==> src/design/jkv_pkg.sv <==
// ----------------------------------------------------------------------------
// jkv_pkg
// Shared constants, types and helpers for the JSON key/value extractor.
// ----------------------------------------------------------------------------
package jkv_pkg;

	localparam int MAX_KEY_BYTES = 16;
	localparam int OFFSET_BITS   = 16;
	localparam int WIN_DEPTH     = MAX_KEY_BYTES + 1;
	localparam int KEY_REG_BYTES = 16;

	localparam logic [7:0] CH_SPACE = 8'h20;
	localparam logic [7:0] CH_TAB   = 8'h09;
	localparam logic [7:0] CH_CR    = 8'h0D;
	localparam logic [7:0] CH_LF    = 8'h0A;
	localparam logic [7:0] CH_COLON = 8'h3A;
	localparam logic [7:0] CH_QUOTE = 8'h22;
	localparam logic [7:0] CH_MINUS = 8'h2D;
	localparam logic [7:0] CH_ZERO  = 8'h30;
	localparam logic [7:0] CH_NINE  = 8'h39;

	// 2^64 / 10, the largest accumulator that survives *10 without wrapping
	localparam logic [63:0] ACC_LIMIT = 64'd1844674407370955161;

	localparam logic [1:0] REG_KEY_LO  = 2'd0;
	localparam logic [1:0] REG_KEY_HI  = 2'd1;
	localparam logic [1:0] REG_KEY_LEN = 2'd2;
	localparam logic [1:0] REG_KIND    = 2'd3;

	localparam logic [2:0] ST_OK       = 3'd0;
	localparam logic [2:0] ST_NO_KEY   = 3'd1;
	localparam logic [2:0] ST_NO_COLON = 3'd2;
	localparam logic [2:0] ST_NO_VALUE = 3'd3;
	localparam logic [2:0] ST_NO_DIGIT = 3'd4;
	localparam logic [2:0] ST_UNTERM   = 3'd5;

	typedef struct packed {
		logic shift;
		logic clear;
	} win_ctl_t;

	typedef struct packed {
		logic [2:0]  status;
		logic [63:0] int_value;
		logic [15:0] value_start;
		logic [15:0] value_length;
		logic        overflow;
	} result_t;

	function automatic logic [7:0] key_byte(input logic [127:0] key, input logic [3:0] idx);
		return key[idx*8 +: 8];
	endfunction

	function automatic logic is_ws(input logic [7:0] b);
		return (b == CH_SPACE) || (b == CH_TAB) || (b == CH_CR) || (b == CH_LF);
	endfunction

endpackage

==> src/design/jkv_cell.sv <==
// ----------------------------------------------------------------------------
// jkv_cell
// One byte of the key match window: holds a byte, passes it on, compares it.
// ----------------------------------------------------------------------------
module jkv_cell (
	input  logic              clk,
	input  logic              arst_n,
	input  jkv_pkg::win_ctl_t ctl,
	input  logic [7:0]        byte_in,
	input  logic [7:0]        expected,
	input  logic              care,
	output logic [7:0]        byte_out,
	output logic              hit
);

	logic [7:0] byte_q;

	always_ff @(posedge clk or negedge arst_n) begin
		if (!arst_n) begin
			byte_q <= 8'd0;
		end else if (ctl.clear) begin
			byte_q <= 8'd0;
		end else if (ctl.shift) begin
			byte_q <= byte_in;
		end
	end

	assign byte_out = byte_q;
	assign hit      = !care || (byte_q == expected);

endmodule

==> src/design/jkv_parse.sv <==
// ----------------------------------------------------------------------------
// jkv_parse
// Document phase tracking, integer accumulation and string offset capture.
// ----------------------------------------------------------------------------
module jkv_parse (
	input  logic                clk,
	input  logic                arst_n,
	input  logic                accept,
	input  logic                last,
	input  logic [7:0]          data_byte,
	input  logic                value_kind,
	input  logic                key_hit,
	output jkv_pkg::result_t    result
);

	typedef enum logic [6:0] {
		PH_SEARCH   = 7'b0000001,
		PH_WS_KEY   = 7'b0000010,
		PH_WS_COLON = 7'b0000100,
		PH_SIGN     = 7'b0001000,
		PH_DIGITS   = 7'b0010000,
		PH_STRING   = 7'b0100000,
		PH_DONE     = 7'b1000000
	} phase_t;

	localparam int OB = jkv_pkg::OFFSET_BITS;

	phase_t          phase_q, phase_n;
	logic [OB-1:0]   pos_q, start_q, start_n, pos_inc, str_len;
	logic [63:0]     acc_q, acc_n;
	logic            neg_q, neg_n, wrap_q, wrap_n;
	logic [2:0]      held_q, held_n;

	logic            digit;
	logic [3:0]      dval;
	logic [63:0]     d64, d64_neg, mul_pos, mul_neg, acc_neg, start_w, len_w;
	logic            wrap_hit;
	logic [2:0]      st;

	assign digit   = (data_byte >= jkv_pkg::CH_ZERO) && (data_byte <= jkv_pkg::CH_NINE);
	assign dval    = 4'(data_byte - jkv_pkg::CH_ZERO);
	assign d64     = {60'd0, dval};
	assign d64_neg = 64'd0 - d64;
	// 10a + d and -(10a + d) as three-operand sums
	assign mul_pos = {acc_q[60:0], 3'b000} + {acc_q[62:0], 1'b0} + d64;
	assign mul_neg = ~{acc_q[60:0], 3'b000} + ~{acc_q[62:0], 1'b0} + (64'd2 - d64);
	assign acc_neg = 64'd0 - acc_q;
	assign wrap_hit = (acc_q > jkv_pkg::ACC_LIMIT) ||
	                  ((acc_q == jkv_pkg::ACC_LIMIT) && (dval > 4'd5));
	assign pos_inc = pos_q + OB'(1);
	assign str_len = pos_q - start_q;

	always_comb begin
		phase_n = phase_q;
		acc_n   = acc_q;
		neg_n   = neg_q;
		wrap_n  = wrap_q;
		start_n = start_q;
		held_n  = held_q;
		case (phase_q)
			PH_SEARCH: begin
				if (key_hit)
					phase_n = PH_WS_KEY;
			end
			PH_WS_KEY: begin
				if (!jkv_pkg::is_ws(data_byte)) begin
					if (data_byte == jkv_pkg::CH_COLON) begin
						phase_n = PH_WS_COLON;
					end else begin
						held_n  = jkv_pkg::ST_NO_COLON;
						phase_n = PH_DONE;
					end
				end
			end
			PH_WS_COLON: begin
				if (!jkv_pkg::is_ws(data_byte)) begin
					if (value_kind) begin
						if (data_byte == jkv_pkg::CH_QUOTE) begin
							start_n = pos_inc;
							phase_n = PH_STRING;
						end else begin
							held_n  = jkv_pkg::ST_NO_VALUE;
							phase_n = PH_DONE;
						end
					end else if (data_byte == jkv_pkg::CH_MINUS) begin
						neg_n   = 1'b1;
						phase_n = PH_SIGN;
					end else if (digit) begin
						acc_n   = (last && neg_q) ? d64_neg : d64;
						phase_n = PH_DIGITS;
					end else begin
						held_n  = jkv_pkg::ST_NO_DIGIT;
						phase_n = PH_DONE;
					end
				end
			end
			PH_SIGN: begin
				if (digit) begin
					acc_n   = (last && neg_q && !value_kind) ? d64_neg : d64;
					phase_n = PH_DIGITS;
				end else begin
					held_n  = jkv_pkg::ST_NO_DIGIT;
					phase_n = PH_DONE;
				end
			end
			PH_DIGITS: begin
				if (digit) begin
					if (wrap_hit)
						wrap_n = 1'b1;
					acc_n = (last && neg_q && !value_kind) ? mul_neg : mul_pos;
				end else begin
					acc_n   = (neg_q && !value_kind) ? acc_neg : acc_q;
					held_n  = jkv_pkg::ST_OK;
					phase_n = PH_DONE;
				end
			end
			PH_STRING: begin
				if (data_byte == jkv_pkg::CH_QUOTE) begin
					acc_n   = 64'(str_len);
					held_n  = jkv_pkg::ST_OK;
					phase_n = PH_DONE;
				end
			end
			default: begin
			end
		endcase
	end

	always_comb begin
		case (phase_n)
			PH_SEARCH:   st = jkv_pkg::ST_NO_KEY;
			PH_WS_KEY:   st = jkv_pkg::ST_NO_COLON;
			PH_WS_COLON: st = jkv_pkg::ST_NO_VALUE;
			PH_SIGN:     st = jkv_pkg::ST_NO_DIGIT;
			PH_DIGITS:   st = jkv_pkg::ST_OK;
			PH_STRING:   st = jkv_pkg::ST_UNTERM;
			default:     st = held_n;
		endcase
	end

	assign start_w = 64'(start_n);
	assign len_w   = acc_n;

	always_comb begin
		result              = '0;
		result.status       = st;
		if (st == jkv_pkg::ST_OK) begin
			if (!value_kind) begin
				result.int_value = acc_n;
				result.overflow  = wrap_n;
			end else begin
				result.value_start  = start_w[15:0];
				result.value_length = len_w[15:0];
			end
		end
	end

	always_ff @(posedge clk or negedge arst_n) begin
		if (!arst_n) begin
			phase_q <= PH_SEARCH;
			pos_q   <= '0;
			acc_q   <= '0;
			neg_q   <= 1'b0;
			start_q <= '0;
			held_q  <= jkv_pkg::ST_NO_KEY;
			wrap_q  <= 1'b0;
		end else if (accept) begin
			if (last) begin
				phase_q <= PH_SEARCH;
				pos_q   <= '0;
				acc_q   <= '0;
				neg_q   <= 1'b0;
				start_q <= '0;
				held_q  <= jkv_pkg::ST_NO_KEY;
				wrap_q  <= 1'b0;
			end else begin
				phase_q <= phase_n;
				pos_q   <= pos_inc;
				acc_q   <= acc_n;
				neg_q   <= neg_n;
				start_q <= start_n;
				held_q  <= held_n;
				wrap_q  <= wrap_n;
			end
		end
	end

endmodule

==> src/design/json_key_value_extractor_unit.sv <==
// ----------------------------------------------------------------------------
// json_key_value_extractor_unit
// Streams a flat JSON document and extracts the value of one configured key.
// ----------------------------------------------------------------------------
//  channel  | valid         | stall         | payload
//  ---------+---------------+---------------+-------------------------------------
//  byte in  | byte_valid    | byte_stall    | data_byte, last
//  result   | result_valid  | result_stall  | status, int_value, value_start,
//           |               |               | value_length, overflow
//
//  One byte per clock unless byte_stall is high; the output register takes the
//  result with the last byte of a document. The window chain and the digit
//  accumulator both update in the cycle a byte is taken.
//  arst_n clears configuration, window, parser state and the output register.
//  A last byte waits only while an earlier result is held by result_stall.
// ----------------------------------------------------------------------------
module json_key_value_extractor_unit (
	input  logic               clk,
	input  logic               arst_n,
	input  logic               byte_valid,
	output logic               byte_stall,
	input  logic [7:0]         data_byte,
	input  logic               last,
	output logic               result_valid,
	input  logic               result_stall,
	output logic [2:0]         status,
	output logic signed [63:0] int_value,
	output logic [15:0]        value_start,
	output logic [15:0]        value_length,
	output logic               overflow,
	input  logic               cfg_we,
	input  logic [1:0]         cfg_index,
	input  logic [63:0]        cfg_data
);

	localparam int WD = jkv_pkg::WIN_DEPTH;

	logic [63:0]       key_lo_q, key_hi_q;
	logic [4:0]        key_len_q;
	logic              kind_q;
	logic [127:0]      key_all;

	logic              accept;
	jkv_pkg::win_ctl_t win_ctl;
	logic [7:0]        chain [WD+1];
	logic [WD-1:0]     hits;
	logic              len_ok, key_hit;

	jkv_pkg::result_t  res;
	logic              out_valid_q;
	jkv_pkg::result_t  out_q;

	always_ff @(posedge clk or negedge arst_n) begin
		if (!arst_n) begin
			key_lo_q  <= '0;
			key_hi_q  <= '0;
			key_len_q <= '0;
			kind_q    <= 1'b0;
		end else if (cfg_we) begin
			case (cfg_index)
				jkv_pkg::REG_KEY_LO:  key_lo_q  <= cfg_data;
				jkv_pkg::REG_KEY_HI:  key_hi_q  <= cfg_data;
				jkv_pkg::REG_KEY_LEN: key_len_q <= cfg_data[4:0];
				jkv_pkg::REG_KIND:    kind_q    <= cfg_data[0];
				default: begin
				end
			endcase
		end
	end

	assign key_all    = {key_hi_q, key_lo_q};
	assign byte_stall = out_valid_q && result_stall && last;
	assign accept     = byte_valid && !byte_stall;
	assign win_ctl.shift = accept && !last;
	assign win_ctl.clear = accept && last;

	assign chain[0] = data_byte;

	for (genvar k = 0; k < WD; k++) begin : g_win
		localparam logic [5:0] KI = 6'(k);
		logic [5:0] len6;
		logic [5:0] idx;
		logic [7:0] expected;
		logic       care;

		assign len6     = {1'b0, key_len_q};
		assign idx      = len6 - KI - 6'd1;
		assign care     = len6 >= KI;
		assign expected = (len6 > KI) ? jkv_pkg::key_byte(key_all, idx[3:0])
		                              : jkv_pkg::CH_QUOTE;

		jkv_cell u_cell (
			.clk      (clk),
			.arst_n   (arst_n),
			.ctl      (win_ctl),
			.byte_in  (chain[k]),
			.expected (expected),
			.care     (care),
			.byte_out (chain[k+1]),
			.hit      (hits[k])
		);
	end

	assign len_ok  = (key_len_q != 5'd0) && (32'(key_len_q) <= jkv_pkg::MAX_KEY_BYTES) &&
	                 (32'(key_len_q) <= jkv_pkg::KEY_REG_BYTES);
	assign key_hit = len_ok && (data_byte == jkv_pkg::CH_QUOTE) && (&hits);

	jkv_parse u_parse (
		.clk        (clk),
		.arst_n     (arst_n),
		.accept     (accept),
		.last       (last),
		.data_byte  (data_byte),
		.value_kind (kind_q),
		.key_hit    (key_hit),
		.result     (res)
	);

	always_ff @(posedge clk or negedge arst_n) begin
		if (!arst_n) begin
			out_valid_q <= 1'b0;
		end else if (accept && last) begin
			out_valid_q <= 1'b1;
		end else if (!result_stall) begin
			out_valid_q <= 1'b0;
		end
	end

	always_ff @(posedge clk or negedge arst_n) begin
		if (!arst_n) begin
			out_q <= '0;
		end else if (accept && last) begin
			out_q <= res;
		end
	end

	assign result_valid = out_valid_q;
	assign status       = out_q.status;
	assign int_value    = signed'(out_q.int_value);
	assign value_start  = out_q.value_start;
	assign value_length = out_q.value_length;
	assign overflow     = out_q.overflow;

endmodule

==> config.mk <==
export PLATFORM = sky130hd
export DESIGN_NAME = json_key_value_extractor_unit
export DESIGN_NICKNAME = d
export VERILOG_FILES = /design/src/design/jkv_pkg.sv /design/src/design/jkv_cell.sv /design/src/design/jkv_parse.sv /design/src/design/json_key_value_extractor_unit.sv
export SDC_FILE = /design/constraint.sdc
export NUM_CORES = 2
export LEC_CHECK = 0
export BUFFER_PORTS_ARGS = -buffer_cell sky130_fd_sc_hd__buf_2
export CAP_MARGIN = 20
export CORE_AREA = 5 5 345 347
export DETAILED_ROUTE_END_ITERATION = 16
export DIE_AREA = 0 0 350 352
export PLACE_DENSITY = 0.53
export SETUP_SLACK_MARGIN = 0.3
export SLEW_MARGIN = 25
export SYNTH_ARGS = -nofsm -noshare
export SYNTH_HDL_FRONTEND = slang
export SYNTH_SLANG_ARGS = --single-unit
==> constraint.sdc <==
create_clock -name clk -period 12.69 [get_ports clk]
set_input_delay 0.6345 -clock clk [delete_from_list [all_inputs] [get_ports clk]]
set_output_delay 0.6345 -clock clk [all_outputs]
set_load 0.01 [all_outputs]
# Yosys cells after proc, flatten, opt, wreduce, memory -nomap -nowiden
# Index checks and enable logic that the tools add are counted.
[op_classes] n_eq_ne=43 n_lt_le_gt_ge=39 addsub=42 reduce_logical=67 shift=17 bitwise=2 mux=109
[op_table] op="$shiftx 128x8->8" n=17
[op_table] op="$mux 64" n=13
[op_table] op="$mux 8" n=51
[op_table] op="$pmux 64 s4" n=1
[op_table] op="$add 64x64->64" n=3
[op_table] op="$eq 8x8->1" n=17
[op_table] op="$not 64->64" n=2
[op_table] op="$mux 97" n=1
[op_table] op="$mux 16" n=6
[op_table] op="$mux 7" n=11
[op_table] op="$sub 4x1->4 const B" n=19
[op_table] op="$add 64x4->64" n=1
[op_table] op="$eq 64x61->1 const B" n=1
[op_table] op="$gt 64x61->1 const B" n=1
[op_table] op="$sub 1x64->64 const A" n=1
[op_table] op="$pmux 7 s6" n=1
[op_table] op="$ge 5x4->1 const B" n=8
[op_table] op="$gt 5x4->1 const B" n=8
[op_table] op="$eq 8x6->1 const B" n=4
[op_table] op="$mux 32" n=1
[op_table] op="$sub 4x4->4 const B" n=8
[op_table] op="$mux 3" n=10
[op_table] op="$eq 8x4->1 const B" n=3
[op_table] op="$logic_or 1x1->1" n=21
[op_table] op="other kinds (40)" n=110
[totals] ff_bits=479 output_inout_bits=102

# Logic depth before layout (Yosys ltp)
[logic_depth] word_depth=14 ltp_mapped=26 ltp_nobuf=20

# By module
# A second synthesis with hierarchy kept.
[hier_totals] hier_cells=5244 area_unflattened_um2=46728.6
[modules_own_cells] module="jkv_parse" instances=1 cells_each=3095 area_each_um2=22874.4
[modules_own_cells] module="json_key_value_extractor_unit" instances=1 cells_each=1520 area_each_um2=16834.9
[modules_own_cells] module="jkv_cell" instances=17 cells_each=37 area_each_um2=412.9

# Worst setup path before layout
# OpenSTA, ideal clock, no wires.
[synth_timing] kind="input to register" from="input port data_byte[2]" to="register u_parse.acc_q[51]" path_stages=19 slack_ns=1.498 setup_ns=0.066 arrival_time_ns=11.126 cell_sequence="buf_1 > nor3_1 > fa_1 > inv_1 > ha_1 > fa_1 > a21oi_1 > o211ai_1 > a221oi_1 > o211ai_1 > a21oi_1 > o31ai_1 > and3_1 > or4b_2 > a311oi_1 > xnor2_1 > nor2_1 > o41ai_1 > a22o_1"
[synth_between] elab_chain_len=9
[synth_lines] element="start: declaration" line_no="json_key_value_extractor_unit.sv:22" source="input logic [7:0] data_byte,"
[synth_lines] element="branches (longest 7 deep; another with $add 64x64->64)"
[synth_lines] element="$pmux 64 s4 *" line_no="jkv_parse.sv:60" source="case (phase_q)"
[synth_lines] element="$mux 64 *" line_no="jkv_parse.sv:168" source="if (last) begin"
[synth_lines] element="end signal: assignment" line_no="jkv_parse.sv:179" source="acc_q <= acc_n;"
[synth_lines] element="end: declaration" line_no="jkv_parse.sv:30" source="logic [63:0] acc_q, acc_n;"
# Every way passes the cells marked *.
# A chain may end at the register's enable or synchronous reset.

# Worst setup path in the final report
[layout_timing] from="register key_len_q[1]" to="register out_q, in the netlist int_value[24]"
[layout_between] elab_chain_len=14
[layout_lines] element="start: declaration" line_no="json_key_value_extractor_unit.sv:39" source="logic [4:0] key_len_q;"
[layout_lines] element="start signal: assignment" line_no="json_key_value_extractor_unit.sv:63" source="jkv_pkg::REG_KEY_LEN: key_len_q <= cfg_data[4:0];"
[layout_lines] element="$sub 4x1->4 (tied with other cells)" line_no="json_key_value_extractor_unit.sv:87" source="assign idx = len6 - KI - 6'd1;"
[layout_lines] element="$sub 4x1->4" line_no="json_key_value_extractor_unit.sv:87"
[layout_lines] element="$shiftx 128x8->8" line_no="jkv_pkg.sv:51" source="return key[idx*8 +: 8];"
[layout_lines] element="$mux 8" line_no="json_key_value_extractor_unit.sv:89" source="assign expected = (len6 > KI) ? jkv_pkg::key_byte(key_all, idx[3:0])"
[layout_lines] element="$eq 8x8->1" line_no="jkv_cell.sv:29" source="assign hit = !care || (byte_q == expected);"
[layout_lines] element="$logic_or 1x1->1" line_no="jkv_cell.sv:29"
[layout_lines] element="$reduce_and 17->1" line_no="json_key_value_extractor_unit.sv:106" source="assign key_hit = len_ok && (data_byte == jkv_pkg::CH_QUOTE) && (&hits);"
[layout_lines] element="$logic_and 1x1->1 *" line_no="json_key_value_extractor_unit.sv:106"
[layout_lines] element="$mux 7 *" line_no="jkv_parse.sv:62" source="if (key_hit)"
[layout_lines] element="$pmux 7 s6 *" line_no="jkv_parse.sv:60"
[layout_lines] element="$eq 7x6->1 (tied with other cells)" line_no="jkv_parse.sv:130" source="case (phase_n)"
[layout_lines] element="$pmux 3 s6 *" line_no="jkv_parse.sv:130"
[layout_lines] element="$logic_not 3->1 *" line_no="jkv_parse.sv:147" source="if (st == jkv_pkg::ST_OK) begin"
[layout_lines] element="$mux 97 *" line_no="jkv_parse.sv:147"
[layout_lines] element="end signal: assignment" line_no="json_key_value_extractor_unit.sv:133" source="out_q <= res;"
[layout_lines] element="end: declaration" line_no="json_key_value_extractor_unit.sv:51" source="jkv_pkg::result_t out_q;"
# Every way passes the cells marked *; elsewhere a longest branch is shown, timed or not.

==> results.sh <==
export IMPL_ff2ff_path_depth=17
export IMPL_power_density_nw_per_um2=145.4
export IMPL_cts_buffers_inserted=60
export IMPL_cts_tree="yes"
export IMPL_r2r_end="int_value[24]"
export IMPL_synth_warnings=0
export IMPL_period_needed_ns=7.229
export IMPL_dpl_hpwl_um=132100
export IMPL_drive_above_1_share=0.1649
export IMPL_die_x_um=350
export IMPL_syn2layout_area_growth_pct=9.623
export IMPL_power_switching_mw=3.093
export IMPL_root_buffer="clkbuf_16"
export IMPL_grt_pass1_wl_um=264100
export IMPL_setup_violations=0
export IMPL_clk_transition_reported_paths_ns=0.06
export IMPL_max_slew_margin=0.2362
export IMPL_p_leak_nw=21.98
export IMPL_drtAntennaViolNets=0
export IMPL_htreeDepth=2
export IMPL_hp_class="input pin to flop"
export IMPL_grt_pass1_vias=39200
export IMPL_worst_setup_path_start_kind="flop"
export IMPL_ys_flop_type="dfrtp_1"
export IMPL_grt_max_degree=154
export IMPL_wl_um=176000
export IMPL_cts_resized=0
export IMPL_netlist_instances=4928
export IMPL_rows=125
export IMPL_fp_coreArea_um2=115600
export IMPL_max_vdd_ir_drop_mv=0.1219
export IMPL_dr_pass1_iters=6
export IMPL_start_util=0.3976
export IMPL_postLayoutCellArea_um2=50370
export IMPL_antenna_found_initial=14
export IMPL_clkLatencyLatePin_ns=0.69
export IMPL_drt_iter0_markers=4393
export IMPL_cts_path_max_buffers=3
export IMPL_switching_share=0.4224
export IMPL_fp_dieH_um=352
export IMPL_setup_worst_path_start="key_len_q[1]"
export IMPL_postSynth_asyncResetShare=1.000
export IMPL_dieArea_um2=123200
export IMPL_synth_edf_count=0
export IMPL_syn_area_per_cell_um2=9.325
export IMPL_setup_tns_ns=0
export IMPL_num_vias=41050
export IMPL_internal_power_mw=4.230
export IMPL_place_congestion=1.005
export IMPL_ff2ff_setup_slack_ns=5.46
export IMPL_final_hold_viol_count=0
export IMPL_status="completed"
export IMPL_seq_power_share=0.257
export IMPL_syn_cell_area_um2=45950
export IMPL_synth_seq_area_share=0.2609
export IMPL_port_buffer_count=181
export IMPL_critical_path_class="flop to flop"
export IMPL_synth_distinct_cells=94
export IMPL_endpoint_kind="flop"
export IMPL_worstPathRequired_ns=13.26
export IMPL_holdWs_ns=0.1632
export IMPL_p_comb_frac=0.500
export IMPL_vias_per_cell=6.271
export IMPL_arrival_ns=7.80
export IMPL_drc=0
export IMPL_rsz0062_at_grt="false"
export IMPL_fin_crit_sh=0.5697
export IMPL_cap_violations=0
export IMPL_maxSlewViolCount=0
export IMPL_crit_path_max_fanout=49
export IMPL_grt_overflow=0
export IMPL_track_usage=0.2786
export IMPL_post_dp_cell_area_um2=48330
export IMPL_io_pins=182
export IMPL_fin_nets=5452
export IMPL_endpoint="int_value[24]"
export IMPL_synth_seq_cells=479
export IMPL_wire_per_inst_um=26.88
export IMPL_fin_skew_ns=0.04424
export IMPL_r2r_start="key_len_q[1]"
export IMPL_clockPowerShare=0.244
export IMPL_max_slew_worst_pin_slew_ns=1.114
export IMPL_syn_nets=5413
export IMPL_fmax_mhz=138.3
export IMPL_cts_sinks=479
-- synth_stat cells, types with 63 or more instances --
| master | number | area (um2) |
|---|---|---|
| nand3_1 | 91 | 455.4 |
| clkbuf_1 | 197 | 739.5 |
| fa_1 | 64 | 1281 |
| inv_1 | 313 | 1175 |
| mux4_2 | 257 | 5788 |
| nand2_1 | 560 | 2102 |
| ha_1 | 341 | 4267 |
| a21oi_1 | 288 | 1441 |
| o21ai_0 | 293 | 1466 |
| o22ai_1 | 63 | 394.1 |
| a21o_1 | 91 | 683.2 |
| xnor2_1 | 177 | 1550 |
| a31oi_1 | 65 | 406.6 |
| xor2_1 | 74 | 648.1 |
| nor2_1 | 256 | 960.9 |
| nand3b_1 | 123 | 923.4 |
| mux2_2 | 150 | 1689 |
| nor3_1 | 70 | 350.3 |
| mux2i_1 | 116 | 1161 |
| dfrtp_1 | 477 | 11940 |
-- how the worst min path moves through the flow --
stage | startpoint | to | cells past startpoint | slack (ns)
finish | result_stall | result_valid | 3 | 0.16
CTS | result_stall | result_valid | 3 | 0.12
floorplan | arst_n | g_win[0].u_cell.byte_out[0] | 0 | 0.34
detailed placement | int_value[25] | int_value[25] | 2 | 0.47
global route | result_stall | result_valid | 3 | 0.14
global placement | int_value[30] | int_value[30] | 2 | 0.46
-- routing by layer --
| metal | global-route usage | up-vias | part of all wire |
|---|---|---|---|
| li1 | - | 18300 | - |
| met1 | 0.4146 | 20490 | 0.45 |
| met2 | 0.4077 | 1971 | 0.42 |
| met3 | 0.06234 | 281 | 0.096 |
| met4 | 0.07492 | 6 | 0.030 |
| met5 | 0 | - | 0.00027 |
-- logic make-up after synthesis --
kind of cell / Yosys count / synth area share
adders and majority gates: 405 / 0.1207
muxes: 528 / 0.1908
xor gates and xnor gates: 261 / 0.05163
buffers and inverters: 593 / 0.05138
and+or+nand+nor: 1418 / 0.1510
DFF: 479 / 0.2609
AOI/OAI and AO/OA: 1244 / 0.1735
-- what timing repair did --
item / in CTS / in global routing
hold endpoints to repair: 35 / 0
hold buffers: 1 / 0
setup buffers: 0 / 0
-- critical path, stage by stage, from the launching register on --
cell,delay [ns]
dfrtp_4,0.75
inv_1,0.30
ha_4,0.79
buf_4,0.68
mux4_2,0.62
mux2i_1,0.20
mux2_2,0.21
xor2_1,0.16
a32oi_1,0.13
o41ai_1,0.71
nand4b_1,0.18
nor4b_1,0.26
nand4_1,0.16
o21ai_1,0.49
and3_2,0.37
nand4b_2,0.37
buf_4,0.42
o21ai_0,0.21
-- through the flow --
stage | total power [mW] | cells | worst slack [ns] | utilization
after global routing | 7.644 | 6542 | 5.064 | 0.4357
after global placement | 5.439 | 6427 | 4.927 | 0.4177
final | 7.323 | 6546 | 5.461 | 0.4358
after CTS | 7.300 | 6538 | 5.353 | 0.4356
after floorplan | 4.299 | 4928 | 1.498 | -
after detailed placement | 5.488 | 6428 | 5.366 | 0.4182
-- placed cells by master (no fill, tap or decap), types with 44 or more instances in the layout --
cell / count
nand4_1: 62
mux2i_1: 116
mux2_2: 150
a21oi_1: 288
nor2b_1: 44
nand3b_1: 123
buf_4: 73
o22ai_1: 63
o31ai_1: 46
xnor2_1: 177
nor2_1: 254
a31oi_1: 65
mux4_2: 257
inv_1: 313
nor3_1: 66
clkbuf_16: 60
nand2_1: 557
xor2_1: 73
ha_1: 340
buf_2: 178
fa_1: 64
dfrtp_1: 474
a21o_1: 91
o21ai_0: 293
nand3_1: 90
a22o_1: 45
-- cell type report --
type                            instances  area (um2)
Inverter                              314        1179
Clock inverter                         24       299.0
Fill cell                           11220       65210
Sequential cell                       479       12000
Antenna cell                            8       20.02
Tap cell                             1524        1907
Clock buffer                           85        1705
Multi-Input combinational cell       3856       31760
Timing Repair Buffer                  256        1510
-- flip-flops by register name, summed over array words and instances (netlist names) --
name	flops
overflow	1
key_len_q	5
u_parse.held_q	3
u_parse.wrap_q	1
u_parse.acc_q	64
u_parse.pos_q	16
int_value	64
u_parse.neg_q	1
value_length	16
result_valid	1
g_win.u_cell.byte_out	136
value_start	16
status	3
kind_q	1
u_parse.start_q	16
key_lo_q	64
key_hi_q	64
u_parse.phase_q	7
-- power groups by stage --
stage,registers (mW),clock network [mW],logic (mW)
global placement,1.89,0,3.55
CTS,1.87,1.83,3.61
floorplan,1.77,0,2.52
global route,1.89,1.89,3.86
finish,1.88,1.78,3.66
detailed placement,1.90,0,3.59
Power figures use the tool's default switching activity.
